--- config.mk ---
export PLATFORM = sky130hd
export DESIGN_NAME = gss_ctrl
export DESIGN_NICKNAME = d
export VERILOG_FILES = /design/src/rtl/gss_pkg.sv /design/src/rtl/gss_ctrl.sv
export SDC_FILE = /design/constraint.sdc
export NUM_CORES = 1
export LEC_CHECK = 0
export BUFFER_PORTS_ARGS = -buffer_cell sky130_fd_sc_hd__buf_2
export CORE_AREA = 2 2 39 41
export DETAILED_ROUTE_END_ITERATION = 10
export DIE_AREA = 0 0 41 43
export PLACE_DENSITY = 0.44
export SYNTH_ARGS = -nofsm -noshare
export SYNTH_HDL_FRONTEND = slang
export SYNTH_SLANG_ARGS = --single-unit
export TNS_END_PERCENT = 5
--- constraint.sdc ---
create_clock -name clock -period 1.58 [get_ports clock]
set_input_delay 0.079 -clock clock [delete_from_list [all_inputs] [get_ports clock]]
set_output_delay 0.079 -clock clock [all_outputs]
set_load 0.02 [all_outputs]
--- src/rtl/gss_pkg.sv ---
// Package for the gap span score sum block: field widths, opcodes, parameter
// defaults and the command and status structs between controller and datapath.
// No dependencies.
package gss_pkg;

   // Fixed request and response field widths
   localparam int OPCODE_W = 2;
   localparam int POS_W    = 5;
   localparam int ENTRY_W  = 32;
   localparam int COV_W    = 32;
   localparam int EST_W    = 32;

   // Parameter defaults
   localparam int NUM_POSITIONS_DEF = 32;
   localparam int SCORE_WIDTH_DEF   = 32;

   // Request opcodes
   localparam logic [OPCODE_W-1:0] OP_WRITE = 2'd0;
   localparam logic [OPCODE_W-1:0] OP_QUERY = 2'd1;
   localparam logic [OPCODE_W-1:0] OP_CLEAR = 2'd2;

   // Controller to datapath commands
   typedef struct packed {
      logic load;      // latch query fields, restart scan
      logic wr_entry;  // write one table entry from the request
      logic scan;      // advance the scan by one position
      logic clr_step;  // write one clear-sweep entry
      logic rsp_load;  // capture the final estimate
   } gss_cmd_type;

   // Datapath to controller status
   typedef struct packed {
      logic scan_last;
      logic clr_last;
   } gss_status_type;

endpackage

--- src/rtl/gss_ctrl.sv ---
// Controller state machine for the gap span score sum block.
// Depends on gss_pkg for opcodes and the command/status structs.
module gss_ctrl (
   input  logic                          clock,
   input  logic                          reset,
   input  logic                          req_valid,
   input  logic [gss_pkg::OPCODE_W-1:0]  req_opcode,
   output logic                          req_ready,
   input  logic                          rsp_ready,
   output logic                          rsp_valid,
   input  gss_pkg::gss_status_type       status,
   output gss_pkg::gss_cmd_type          cmd
);
   import gss_pkg::*;

   localparam logic [2:0] ST_CLEAR  = 3'd0;
   localparam logic [2:0] ST_IDLE   = 3'd1;
   localparam logic [2:0] ST_SCAN   = 3'd2;
   localparam logic [2:0] ST_DRAIN  = 3'd3;
   localparam logic [2:0] ST_FINISH = 3'd4;

   logic [2:0] state_ff, state_in;
   logic       rsp_valid_ff, rsp_valid_in;
   logic       accept;
   logic       rsp_free;

   assign req_ready = (state_ff == ST_IDLE);
   assign accept    = req_valid && req_ready;
   assign rsp_free  = !rsp_valid_ff || rsp_ready;
   assign rsp_valid = rsp_valid_ff;

   // Decode commands and next state
   always_comb begin
      state_in     = state_ff;
      cmd          = '0;
      unique case (state_ff)
         ST_CLEAR: begin
            cmd.clr_step = 1'b1;
            if (status.clr_last) begin
               state_in = ST_IDLE;
            end
         end
         ST_IDLE: begin
            if (accept) begin
               unique case (req_opcode)
                  OP_WRITE: cmd.wr_entry = 1'b1;
                  OP_QUERY: begin
                     cmd.load = 1'b1;
                     state_in = ST_SCAN;
                  end
                  OP_CLEAR: state_in = ST_CLEAR;
                  default: ;
               endcase
            end
         end
         ST_SCAN: begin
            cmd.scan = 1'b1;
            if (status.scan_last) begin
               state_in = ST_DRAIN;
            end
         end
         ST_DRAIN: begin
            state_in = ST_FINISH;
         end
         ST_FINISH: begin
            if (rsp_free) begin
               cmd.rsp_load = 1'b1;
               state_in     = ST_IDLE;
            end
         end
         default: begin
            state_in = ST_IDLE;
         end
      endcase
   end

   // Hold the response until it is taken
   always_comb begin
      rsp_valid_in = rsp_valid_ff;
      if (cmd.rsp_load) begin
         rsp_valid_in = 1'b1;
      end else if (rsp_ready) begin
         rsp_valid_in = 1'b0;
      end
   end

   always_ff @(posedge clock) begin
      if (reset) begin
         state_ff     <= ST_CLEAR;
         rsp_valid_ff <= 1'b0;
      end else begin
         state_ff     <= state_in;
         rsp_valid_ff <= rsp_valid_in;
      end
   end

endmodule

# Word level (Yosys, flattened, before mapping)
# Cells that the tools add are included.
[totals]
word_cells = 36
in_bits = 8
register_bits = 4
[classes]
n_eq_ne = 11
n_reduce_logical = 7
mux = 16
[op_table]
columns = ["cell", "count"]
rows = [
  ["$pmux W3 S5", 1],
  ["$mux W3", 4],
  ["$mux W1", 8],
  ["$eq A3 B2 Y1 const B", 2],
  ["$ne A2 B2 Y1 const B", 3],
  ["$pmux W3 S2", 1],
  ["$reduce_and A5 Y1", 1],
  ["$mux W2", 2],
  ["$eq A3 B1 Y1 const B", 1],
  ["$eq A3 B3 Y1 const B", 1],
  ["$logic_not A3 Y1", 1],
  ["$ne A3 B1 Y1 const B", 1],
  ["$eq A2 B1 Y1 const B", 1],
  ["$eq A2 B2 Y1 const B", 1],
  ["$logic_not A2 Y1", 1],
  ["$ne A2 B1 Y1 const B", 1],
  ["$reduce_bool A2 Y1", 1],
  ["$logic_and A1 B1 Y1", 1],
  ["$logic_not A1 Y1", 1],
  ["$logic_or A1 B1 Y1", 1],
]

# Logic depth before layout (Yosys ltp)
# Gate-level depths: netlist of run 1.
[logic_depth]
word_depth = 5
depth_mapped = 3
mapped_depth_nobuf = 3

# Worst setup path after synthesis of run 1
# No wires, ideal clock.
[synth_timing]
path_type = "register to output"
start = "register state_ff[0]"
end = "output cmd[3] (netlist bit)"
t_required_ns = 1.501
t_arrival_ns = 1.478
path_stages_with_launch = 3
n_path_buf = 0
path_slack_ns = 0.023
path_cell_list = "dfxtp_1 > nor3b_2 > nor4bb_1"
[synth_rtl]
columns = ["element", "line", "text"]
rows = [
  ["from (decl)", "gss_ctrl.sv:22", "logic [2:0] state_ff, state_in;"],
  ["from (signal assigned)", "gss_ctrl.sv:92", "state_ff <= state_in;"],
  ["to (decl)", "gss_ctrl.sv:12", "output gss_pkg::gss_cmd_type cmd"],
]

==> results of run 1 <==
-- critical path, cell delays in order (launching register included) --
cell and delay, ns:
sky130_fd_sc_hd__dfxtp_1 0.41, sky130_fd_sc_hd__or3b_4 0.43, sky130_fd_sc_hd__and2b_1 0.19, sky130_fd_sc_hd__buf_2 0.15
-- worst min-delay path by stage --
stage / from / to / cells after the start
after CTS: reset / rsp_valid / 2
after floorplan: reset / state_ff[2] / 1
after global routing: reset / state_ff[2] / 2
after detailed placement: reset / state_ff[2] / 2
final: reset / rsp_valid / 2
after global placement: reset / state_ff[2] / 2
-- final cells by class --
type	count	area [um^2]	share of cell area, %
tap	16	20.0	5.65
multi-input combinational	18	161	45.6
timing repair buffer	14	70.1	19.8
sequential	4	80.1	22.6
clock buffer	3	22.5	6.36
-- power by group through the flow --
stage / Combinational (mW) / Clock (mW) / Sequential [mW]
global route: 0.0542 / 0.152 / 0.110
floorplan: 0.0289 / 0 / 0.110
detailed placement: 0.0486 / 0 / 0.111
global placement: 0.0493 / 0 / 0.111
finish: 0.0487 / 0.130 / 0.109
CTS: 0.0492 / 0.138 / 0.109
-- through the flow --
stage / cell area [um^2] / power [mW]
2_1_floorplan: 249 / 0.139
3_3_place_gp: 332 / 0.160
3_5_place_dp: 332 / 0.159
4_1_cts: 354 / 0.296
5_1_grt: 354 / 0.316
6_report: 354 / 0.288
-- metal layers --
layer	vias to the layer above	part of all wire [%]	track usage (%)
li1	120	-	-
met1	96	49	11.6
met2	18	33	8.44
met3	0	18	9.42
met4	0	0	4.00
met5	-	0	0
-- cells by family (layout without fill, tap and decap cells) --
kind of cell / count (synthesis) / in the layout / synth area share [%]
compound gates: 6 / 6 / 22.1
buf+inv: 1 / 17 / 3.02
mux: 1 / 1 / 4.52
flops: 4 / 4 / 32.2
xor+xnor: 1 / 1 / 3.52
simple gates: 10 / 10 / 34.7
-- flip-flops by register name, indices dropped and copies added (netlist names) --
register,count
state_ff,3
rsp_valid,1
-- placed cells by master, fill, tap and decap left out, drive strengths merged --
cell type,count
or3b,1
or2b,1
xor2,1
a2bb2oi,1
nor3b,2
o32ai,1
a21oi,1
and2b,2
clkbuf,3
a21o,1
dfxtp,4
a211oi,1
mux2,1
and4b,1
nor2,1
nor4bb,1
o21ba,1
nor3,1
buf,14
==> results_tabular.tex, run 1 <==
\begin{tabular}{lr}
\hline
Metric & Value \\
\hline
\multicolumn{2}{l}{\textbf{Pwr}} \\
\quad Cell-internal power & 214 uW \\
\quad Switching share of total power & 25.8\% \\
\quad Combinational share of power & 16.9\% \\
\quad Leakage power total & 0.171 nW \\
\quad Net Switching & 74.3 uW \\
\quad Sequential group share of total power & 37.9\% \\
\quad Power Dens Cells & 814 nW/um\^{}2 \\
\quad Max IR drop VDD & 0.338 mV \\
\quad Portion of total power attributed to the clock network & 45.2\% \\
\multicolumn{2}{l}{\textbf{STA}} \\
\quad Unrepaired setup endpoints after global routing & no \\
\quad PnR worst setup slack & 0.0889 ns \\
\quad Post-route fraction of the period consumed by the critical path & 94.4\% \\
\quad Shortest period the worst path allows & 1.49 ns \\
\quad Worst slew pin tran & 0.278 ns \\
\quad Remaining max-slew budget at the tightest pin & 81.5\% \\
\quad Maximum clock frequency & 671 MHz \\
\quad Final Hold Slack & 0.0524 ns \\
\quad Max Clock Skew & 0.00725 ns \\
\quad Final Hold Fails & 0 \\
\quad Final Slew Violations & 0 \\
\quad Final setup TNS & 0 ns \\
\quad Final setup violation count & 0 \\
\multicolumn{2}{l}{\textbf{Clock tree}} \\
\quad Post-CTS setup buffer count & 0 \\
\quad Number of clock sinks seen by CTS & 4 \\
\quad Cts hold-fix bufs & 0 \\
\quad Post-CTS clock slew at the launch and capture registers of the worst setup and hold paths & 0.04 ns \\
\quad Number of buffers added by the clock tree synthesis step & 3 \\
\quad H-tree depth & 1 \\
\quad Clock root buffer & sky130\_fd\_sc\_hd\_\_clkbuf\_4 \\
\quad Post-cts sizing count & 0 \\
\quad Clock Latency Late Sink & 0.24 ns \\
\quad CTS tree & yes \\
\quad Longest Clk Path Bufs & 2 \\
\multicolumn{2}{l}{\textbf{Floorplanning}} \\
\quad Total die area & 1760 um\^{}2 \\
\quad Starting density of the core & 18.0\% \\
\quad Die outline height & 43 um \\
\quad Count of standard-cell rows & 14 \\
\quad Core Region & 1380 um\^{}2 \\
\quad Die X & 41 um \\
\quad Ports placed on the boundary & 15 \\
\multicolumn{2}{l}{\textbf{Global route}} \\
\quad Antenna violations before repair & 0 \\
\quad Global-route wire length before repair & 931 um \\
\quad Maximum number of pins on one net before global-route repair & 8 \\
\quad Total GRT Usage & 8.73\% \\
\quad Final global-route overflow total & 0 \\
\quad Vias in the first global route & 213 \\
\multicolumn{2}{l}{\textbf{Setup path}} \\
\quad Worst reg2reg path startpoint & state\_ff[1] \\
\quad Number of cells traversed by the worst register-to-register path & 3 \\
\quad Signal arrival time at the worst endpoint & 1.41 ns \\
\quad Element type at the critical path end & primary output \\
\quad Kind of critical path & register to primary output \\
\quad Register-to-register setup slack & 0.34 ns \\
\quad Timing startpoint of the critical path & state\_ff[2] \\
\quad Largest fanout on the critical path & 6 \\
\quad Required time at the worst-slack endpoint & 1.50 ns \\
\quad End of the critical path & cmd[0] \\
\quad Reg-to-Reg End & state\_ff[0] \\
\quad Crit start category & register \\
\multicolumn{2}{l}{\textbf{Synth}} \\
\quad Number of distinct standard cells referenced by the synthesized netlist & 19 \\
\quad Most frequently used cell type in the post-synthesis netlist & sky130\_fd\_sc\_hd\_\_dfxtp\_1 \\
\quad FF+latch count, synth & 4 \\
\quad Count of synthesis-stage warnings from yosys & 0 \\
\quad Largest area contributor in the netlist & sky130\_fd\_sc\_hd\_\_dfxtp\_1 \\
\quad Primary FF master, synth & sky130\_fd\_sc\_hd\_\_dfxtp\_1 \\
\quad Synth Cell Area & 249 um\^{}2 \\
\quad Mapped Nets & 31 \\
\quad Number of enable-type register cells in the synthesized netlist & 0 \\
\quad Top cells by instance count after synthesis & sky130\_fd\_sc\_hd\_\_dfxtp\_1 (4), sky130\_fd\_sc\_hd\_\_and2b\_1 (2) \\
\quad Synth top area share & 32.2\% \\
\quad Mean Syn Cell Area & 10.8 um\^{}2 \\
\quad Part of the Yosys area used for sequential elements & 32.2\% \\
\quad Largest cells by area after synthesis & sky130\_fd\_sc\_hd\_\_dfxtp\_1 (32\%), sky130\_fd\_sc\_hd\_\_a2bb2oi\_2 (6.0\%), sky130\_fd\_sc\_hd\_\_and2b\_1 (6.0\%) \\
\quad Count of mapped cells out of synthesis & 23 \\
\quad Share of async-settable or async-resettable flops after synthesis & 0\% \\
\multicolumn{2}{l}{\textbf{Drt}} \\
\quad Number of nets with antenna violations after routing & 0 \\
\quad Detailed-route wire length & 557 um \\
\quad Number of detailed-route iterations in the first pass & 2 \\
\quad Average via count per standard cell & 4.25 \\
\quad DRC errors left & 0 \\
\quad Number of vias in the routed layout & 234 \\
\quad WL/cell & 10.1 um \\
\quad Violation count after the first detailed-route iteration & 2 \\
\multicolumn{2}{l}{\textbf{Final layout}} \\
\quad Final non-filler cell total & 55 \\
\quad Final core occ & 25.6\% \\
\quad FILL cells & 155 \\
\quad Antenna cell count & 0 \\
\quad Net count of the finished layout & 49 \\
\quad Signed area change from the synthesized netlist to the final layout & 42.2\% \\
\quad Share of final-layout standard cells stronger than drive strength 1 & 61.5\% \\
\multicolumn{2}{l}{\textbf{Placement}} \\
\quad Placer Congestion & 0.586 \\
\quad Count of port buffers added during placement & 14 \\
\quad Worst slack after detailed placement & 0.328 ns \\
\quad Cell Count Post-Placement & 52 \\
\quad Sum of net half-perimeters after detailed placement & 429 um \\
\multicolumn{2}{l}{\textbf{Job}} \\
\quad Number of max-capacitance violations reported & 0 \\
\multicolumn{2}{l}{\textbf{Hold path}} \\
\quad Type of the worst min-delay path & primary input to register \\
\multicolumn{2}{l}{\textbf{Outcome}} \\
\quad Run status & finished clean \\
\hline
\end{tabular}
No activity file was read; power rests on OpenSTA's default activity.
==> run 2, diff against run 1 <==
RECOVER_POWER = 25   (was not set)
==> results_tabular.tex, run 2 (synthesis results as in run 1) <==
\begin{tabular}{lr}
\hline
Metric & Value \\
\hline
\multicolumn{2}{l}{\textbf{Outcome}} \\
\quad Run status & finished clean \\
\multicolumn{2}{l}{\textbf{Setup path}} \\
\quad Required time at the worst-slack endpoint & 1.50 ns (about the same) \\
\quad Signal arrival time at the worst endpoint & 1.41 ns (about the same) \\
\quad Crit start category & register \\
\quad Largest fanout on the critical path & 6 (unchanged) \\
\quad Buffers \& Inverters on Critical Path & 1 (unchanged) \\
\quad Element type at the critical path end & primary output \\
\quad Cell at the slowest stage of the critical path & sky130\_fd\_sc\_hd\_\_or3b\_4 \\
\quad Kind of critical path & register to primary output \\
\quad Cell type group with the largest total delay on the critical path & simple AND/OR/NAND/NOR gates \\
\quad Worst path max stage delay & 0.43 ns (about the same) \\
\quad Crit-path cells & or3b\_4 > and2b\_1 > buf\_2 \\
\multicolumn{2}{l}{\textbf{Floorplanning}} \\
\quad Total die area & 1760 um\^{}2 (unchanged) \\
\quad Core Region & 1380 um\^{}2 (unchanged) \\
\quad Count of standard-cell rows & 14 (unchanged) \\
\quad Ports placed on the boundary & 15 (unchanged) \\
\quad Die outline height & 43 um (unchanged) \\
\quad Starting density of the core & 18.0\% (unchanged) \\
\quad Die X & 41 um (unchanged) \\
\multicolumn{2}{l}{\textbf{Pwr}} \\
\quad Leakage power total & 0.167 nW (-2.6\%) \\
\quad Max IR drop VDD & 0.338 mV (about the same) \\
\quad Power Dens Cells & 817 nW/um\^{}2 (+0.35\%) \\
\multicolumn{2}{l}{\textbf{Drt}} \\
\quad DRC errors left & 0 (unchanged) \\
\quad WL/cell & 10.2 um (+0.36\%) \\
\quad Number of vias in the routed layout & 234 (unchanged) \\
\quad Average via count per standard cell & 4.25 (unchanged) \\
\quad Number of nets with antenna violations after routing & 0 (unchanged) \\
\quad Number of detailed-route iterations in the first pass & 2 (unchanged) \\
\quad Violation count after the first detailed-route iteration & 2 (unchanged) \\
\quad Detailed-route wire length & 559 um (+0.36\%) \\
\multicolumn{2}{l}{\textbf{Clock tree}} \\
\quad Post-CTS setup buffer count & 0 (unchanged) \\
\quad Post-CTS clock slew at the launch and capture registers of the worst setup and hold paths & 0.04 ns (about the same) \\
\quad H-tree depth & 1 (unchanged) \\
\quad CTS tree & yes \\
\quad Cts hold-fix bufs & 0 (unchanged) \\
\quad Post-cts sizing count & 0 (unchanged) \\
\quad Longest Clk Path Bufs & 2 (unchanged) \\
\quad Number of clock sinks seen by CTS & 4 (unchanged) \\
\quad Number of buffers added by the clock tree synthesis step & 3 (unchanged) \\
\quad Clock root buffer & sky130\_fd\_sc\_hd\_\_clkbuf\_4 \\
\quad Clock Latency Late Sink & 0.24 ns (about the same) \\
\multicolumn{2}{l}{\textbf{STA}} \\
\quad Shortest period the worst path allows & 1.49 ns (unchanged) \\
\quad Maximum clock frequency & 671 MHz (unchanged) \\
\quad Post-route fraction of the period consumed by the critical path & 94.4\% (unchanged) \\
\quad Final setup TNS & 0 ns (unchanged) \\
\quad Final Hold Slack & 0.0524 ns (unchanged) \\
\quad Final Slew Violations & 0 (unchanged) \\
\quad Worst slew pin tran & 0.278 ns (unchanged) \\
\quad Unrepaired setup endpoints after global routing & no \\
\quad Final Hold Fails & 0 (unchanged) \\
\quad Final setup violation count & 0 (unchanged) \\
\quad Remaining max-slew budget at the tightest pin & 81.5\% (unchanged) \\
\quad Max Clock Skew & 0.00725 ns (unchanged) \\
\multicolumn{2}{l}{\textbf{Hold path}} \\
\quad Type of the worst min-delay path & primary input to register \\
\multicolumn{2}{l}{\textbf{Final layout}} \\
\quad FILL cells & 156 (+0.65\%) \\
\quad Final non-filler cell total & 55 (unchanged) \\
\quad Share of final-layout standard cells stronger than drive strength 1 & 59.0\% (-2.6 points) \\
\quad Area occupied by multi-input gates & 161 um\^{}2 (unchanged) \\
\quad Max FFs per register & 3 (unchanged) \\
\quad Signed area change from the synthesized netlist to the final layout & 41.7\% \\
\quad Highest-count cells in the layout ignoring fill and taps & sky130\_fd\_sc\_hd\_\_buf\_2 (13), sky130\_fd\_sc\_hd\_\_dfxtp\_1 (4), sky130\_fd\_sc\_hd\_\_clkbuf\_4 (3), sky130\_fd\_sc\_hd\_\_and2b\_1 (2) \\
\quad Register ranked first by flip-flop count & state\_ff \\
\quad Final core occ & 25.5\% (-0.090 points) \\
\quad Net count of the finished layout & 49 (unchanged) \\
\quad Most frequent standard cell in the layout excluding fill and tap cells & sky130\_fd\_sc\_hd\_\_buf\_2 \\
\quad Reg area & 80.1 um\^{}2 (unchanged) \\
\quad Antenna cell count & 0 (unchanged) \\
\multicolumn{2}{l}{\textbf{Placement}} \\
\quad Sum of net half-perimeters after detailed placement & 429 um (unchanged) \\
\quad Placer Congestion & 0.586 (unchanged) \\
\quad Count of port buffers added during placement & 14 (unchanged) \\
\quad Cell Count Post-Placement & 52 (unchanged) \\
\multicolumn{2}{l}{\textbf{Global route}} \\
\quad Final global-route overflow total & 0 (unchanged) \\
\quad Vias in the first global route & 213 (unchanged) \\
\quad Global-route wire length before repair & 931 um (unchanged) \\
\quad Total GRT Usage & 8.73\% (unchanged) \\
\quad Maximum number of pins on one net before global-route repair & 8 (unchanged) \\
\quad Antenna violations before repair & 0 (unchanged) \\
\multicolumn{2}{l}{\textbf{Job}} \\
\quad Number of max-capacitance violations reported & 0 (unchanged) \\
\hline
\end{tabular}
## run 2: cell types whose count changed in the layout (fill, tap and decap cells not counted), sizes merged
cell,change
buf,-1
clkbuf,+1
## run 2: final timing paths
check | startpoint | endpoint | slack, ns | cells after the start
worst max-delay path | state_ff[2] | cmd[0] | 0.09 | 3
worst min-delay path | reset | rsp_valid | 0.05 | 2
worst max register to register | state_ff[1] | state_ff[0] | 0.34 | 3
worst min register to register | rsp_valid | rsp_valid | 0.60 | 2
## run 2: power by group
part / switching (mW) / internal [mW] / total, mW / leakage, nW
combinational: 0.0246 / 0.0241 / 0.0487 / 0.120
sequential: 0.00462 / 0.105 / 0.109 / 0.0326
clock: 0.0450 / 0.0852 / 0.130 / 0.0138
## run 2: layout make-up
class | instances | area share [%]
sequential | 4 | 22.7
timing repair buffer | 14 | 19.5
tap | 16 | 5.67
clock buffer | 3 | 6.38
multi-input combinational | 18 | 45.7
## run 2: metal layers
layer	vias up	wire length, um	track usage, %
met1	96	282	11.6
met3	0	92	9.42
met4	0	0	4.00
li1	120	-	-
met2	18	184	8.44
met5	-	0	0
## run 2: through the flow
step / worst slack (ns) / total power [mW] / cell area, um^2
final: 0.0889 / 0.288 / 353
after global routing: 0.00421 / 0.316 / 353
after CTS: 0.0710 / 0.296 / 354
after detailed placement: 0.328 / 0.159 / 332
after global placement: 0.315 / 0.160 / 332
after floorplan: 0.0230 / 0.139 / 249
